## src/rtl/core/sml_pkg.sv

```systemverilog
// ----------------------------------------------------------------------------
// sml_pkg
// Shared types and constants of the sorted multiset list unit.
// ----------------------------------------------------------------------------
package sml_pkg;

  localparam int KindW      = 2;
  localparam int ValW       = 32;
  localparam int HeldW      = 6;
  localparam int MaxResults = 32;
  localparam int NumW       = $clog2(MaxResults);

  typedef enum logic [KindW-1:0] {
    KIND_INSERT = 2'd0,
    KIND_DELETE = 2'd1,
    KIND_DUMP   = 2'd2
  } kind_e;

  typedef enum logic [1:0] {
    ST_IDLE = 2'd0,
    ST_EXEC = 2'd1,
    ST_DUMP = 2'd2
  } state_e;

  // controller -> datapath
  typedef struct packed {
    logic capture;     // latch kind and value of the accepted beat
    logic exec;        // apply insert / delete and post its result
    logic dump_start;  // arm the dump walker
    logic dump_step;   // one dump walker step
  } cmd_t;

  // datapath -> controller
  typedef struct packed {
    logic dump_done;   // final dump result loaded into the result register this cycle
  } stat_t;

endpackage

```

## src/rtl/core/sml_ctrl.sv

```systemverilog
// ----------------------------------------------------------------------------
// sml_ctrl
// Sequencer: accepts a command beat and steps the datapath through it.
// ----------------------------------------------------------------------------
module sml_ctrl (
  input  logic                        clk_i,
  input  logic                        rst_ni,
  input  logic                        start_i,
  input  logic [sml_pkg::KindW-1:0]   kind_i,
  input  sml_pkg::stat_t              stat_i,
  output sml_pkg::cmd_t               cmd_o,
  output logic                        busy_o
);

  sml_pkg::state_e state_q, state_d;

  always_ff @(posedge clk_i or negedge rst_ni) begin
    if (!rst_ni) begin
      state_q <= sml_pkg::ST_IDLE;
    end else begin
      state_q <= state_d;
    end
  end

  always_comb begin
    state_d = state_q;
    cmd_o   = '0;
    busy_o  = 1'b1;
    case (state_q)
      sml_pkg::ST_IDLE: begin
        busy_o = 1'b0;
        if (start_i) begin
          cmd_o.capture = 1'b1;
          if (kind_i == sml_pkg::KIND_DUMP) begin
            cmd_o.dump_start = 1'b1;
            state_d          = sml_pkg::ST_DUMP;
          end else begin
            state_d = sml_pkg::ST_EXEC;
          end
        end
      end
      sml_pkg::ST_EXEC: begin
        cmd_o.exec = 1'b1;
        state_d    = sml_pkg::ST_IDLE;
      end
      sml_pkg::ST_DUMP: begin
        cmd_o.dump_step = 1'b1;
        if (stat_i.dump_done) begin
          state_d = sml_pkg::ST_IDLE;
        end
      end
      default: begin
        state_d = sml_pkg::ST_IDLE;
      end
    endcase
  end

endmodule

```

## config.mk

```make
export PLATFORM = sky130hd
export DESIGN_NAME = sml_ctrl
export DESIGN_NICKNAME = d
export VERILOG_FILES = /design/src/rtl/core/sml_pkg.sv /design/src/rtl/core/sml_ctrl.sv
export SDC_FILE = /design/constraint.sdc
export NUM_CORES = 1
export LEC_CHECK = 0
export CORE_AREA = 2 2 39 41
export CTS_CLUSTER_SIZE = 10
export DETAILED_ROUTE_END_ITERATION = 8
export DIE_AREA = 0 0 41 43
export DONT_BUFFER_PORTS = 1
export PLACE_DENSITY = 0.3
export SLEW_MARGIN = 30
export SYNTH_ARGS = -nofsm -noshare
export SYNTH_HDL_FRONTEND = slang
export SYNTH_SLANG_ARGS = --single-unit
```

## constraint.sdc

```tcl
create_clock -name clk_i -period 1.3 [get_ports clk_i]
set_clock_uncertainty 0.15 [all_clocks]
set_input_delay 0.13 -clock clk_i [delete_from_list [all_inputs] [get_ports clk_i]]
set_output_delay 0.13 -clock clk_i [all_outputs]
set_load 0.1 [all_outputs]
```

==> run_results.csv <==
group,metric,value,unit
power,internal_power,270,µW
floorplanning,die_y,43,µm
run_status,status,"finished with violations",
power,p_leak,0.163,nW
timing,layout_min_cycle_time,1510,ps
place,placed_cell_area,260,µm²
run_status,violations,"negative setup slack",
finish,largest_reg_flops,2,
clock_tree,htreeDepth,1,
finish,nNetsFinal,37,
setup_path,path_class,"reg -> out",
clock_tree,clkSinkCount,2,
clock_tree,clockRootBuffer,"clkbuf_4",
finish,antenna_cells,0,
logic_synthesis,avgSynthCellArea,10.3,µm²
drt,drc,0,
grt,grt_pass1_wl,703,µm
timing,setup_viol,5,
logic_synthesis,syn-num-nets,18,
floorplanning,start_util,0.0895,
logic_synthesis,synth-seq-cells,2,
floorplanning,dieWidth,41,µm
timing,fmax,660,MHz
setup_path,required,1020,ps
floorplanning,core,1380,µm²
clock_tree,clk_pin_slew_worst_paths,30,ps
place,place_congestion,0.572,
logic_synthesis,synth_top_area_frac,0.404,
logic_synthesis,ys_warn_count,0,
timing,hold_viol,0,
timing,drv_slew,0,
logic_synthesis,syn_area,124,µm²
grt,grt_usage,0.0673,
finish,final_cell_mix,"dlygate4sd3_1 (6), buf_12 (5), clkbuf_4 (3), buf_4 (2), dfrtp_1 (2)",
timing,tightest_slew,161,ps
finish,syn_to_final_growth,202,%
setup_path,end_kind,"output port",
power,power_frac_comb,0.527,
floorplanning,ios,11,
timing,fin_crit_sh,1.16,
floorplanning,die_area,1760,µm²
finish,largest_register,"state_q",
grt,grt_pass1_vias,199,
power,p_per_area,1200,nW/µm²
finish,reg_top3,"state_q: 2 flops",
power,switching_power,179,µW
timing,slew_headroom,0.893,
clock_tree,cts_made_buffers,3,
power,sequentialPowerShare,0.165,
setup_path,worstPathMaxFanout,2,
logic_synthesis,syn_inst,12,
drt,drtIter0Drc,0,
drt,vias_per_cell,3.29,
grt,overflow,0,
timing,hold_slack,197,ps
run,maxCapViolations,0,
logic_synthesis,yosysTopAreaCell,"dfrtp_1",
place,dp.cells,35,
logic_synthesis,ys_types,11,
setup_path,arrival,1230,ps
clock_tree,clk_latency,220,ps
logic_synthesis,synthTopCellsByArea,"dfrtp_1 (40%), nor3b_2 (10%), nand4bb_1 (9.1%)",
grt,antenna_found_initial,0,
drt,wl,416,µm
setup_path,start_kind,"flop",
logic_synthesis,synth.yosys.seq_area_share,0.404,
finish,filler_cell_count,150,
finish,fin_area,374,µm²
finish,layout-drive-gt1-share,0.552,
power,p_sw_frac,0.398,
grt,grt_start_max_net_pins,6,
timing,grt_setup_unrepaired,"yes",
power,vdd_drop_max,0.215,mV
drt,wl_per_cell,9.24,µm
place,port_buffers,0,
worst_hold_path,hold_path.class,"in -> reg",
clock_tree,cts.path.max_buffers,2,
power,power_frac_clock,0.308,
drt,vias,148,
drt,dr.pass1.iters,1,
floorplanning,row_count,14,
finish,fin_cells,45,
drt,ant_nets,0,
setup_path,r2r_slack,140,ps
timing,fin_ws,-214,ps
finish,final_common_cell,"dlygate4sd3_1",
clock_tree,cts_tree,"done",
-- layout make-up --
class                      instances  area, µm²  area share
clock buffer                       3       22.5      0.0602
tap                               16       20.0      0.0535
timing repair buffer              14        186       0.498
multi-input combinational          9       91.3       0.244
inverter                           1       3.75      0.0100
sequential                         2       50.0       0.134
-- worst max-delay path, cell delays in order, from the launching register on --
cell and delay, ps:
dfrtp_1 400, nor3b_4 220, and3_4 220, buf_12 170
-- through the flow --
step	utilization	setup WS, ps	power (mW)	TNS [ps]
after detailed placement	0.188	-10.5	0.274	-10.5
after global routing	0.270	-243	0.467	-889
final	0.270	-214	0.449	-741
after global placement	0.188	-6.84	0.274	-6.84
after CTS	0.270	-211	0.460	-772
after floorplan	-	-820	0.206	-2350
-- per-layer routing --
metal	up-vias	track usage	routed length, µm
met2	3	0.122	303
met4	0	0.0800	0
met3	0	0.0314	12
met1	69	0.0322	101
li1	76	-	-
met5	-	0	0
-- logic make-up (layout without fill, tap and decap cells) --
group / count (synthesis) / in the layout / share of synthesized area
flip-flops: 2 / 2 / 0.404
buffers and inverters: 1 / 18 / 0.0303
AO/OA/AOI/OAI: 2 / 2 / 0.101
AND/OR/NAND/NOR: 7 / 7 / 0.465
-- power by group through the flow --
| stage | clock, mW | sequential [mW] | combinational, mW |
|---|---|---|---|
| after floorplan | 0 | 0.0756 | 0.130 |
| after detailed placement | 0 | 0.0743 | 0.200 |
| after CTS | 0.148 | 0.0740 | 0.238 |
| after global routing | 0.147 | 0.0744 | 0.246 |
| final | 0.138 | 0.0741 | 0.237 |
| after global placement | 0 | 0.0743 | 0.199 |
-- synthesized netlist by cell type (all sizes together) --
library cell  number
a21boi             1
a21oi              1
and2b              1
and3               1
dfrtp              2
inv                1
nand2b             1
nand4bb            1
nor2b              1
nor3b              1
or2                1
-- path summary, 6_finish.rpt --
check,from,end,cells past startpoint
min reg2reg,state_q[0],state_q[1],2
max in group asynchronous,rst_ni,state_q[1],2
min in group asynchronous,rst_ni,state_q[0],2
min,start_i,state_q[0],3
max reg2reg,state_q[0],state_q[0],3
max,state_q[0],cmd_o[1],3
-- what timing repair did --
action,in CTS,in global routing
pin swaps,1,0
setup buffers,1,0
gates resized for setup,6,0
hold buffers,6,0
cloned,0,0
endpoints found under the hold margin,4,0
setup endpoints to repair,5,5
No activity file was read; power rests on OpenSTA's default activity.
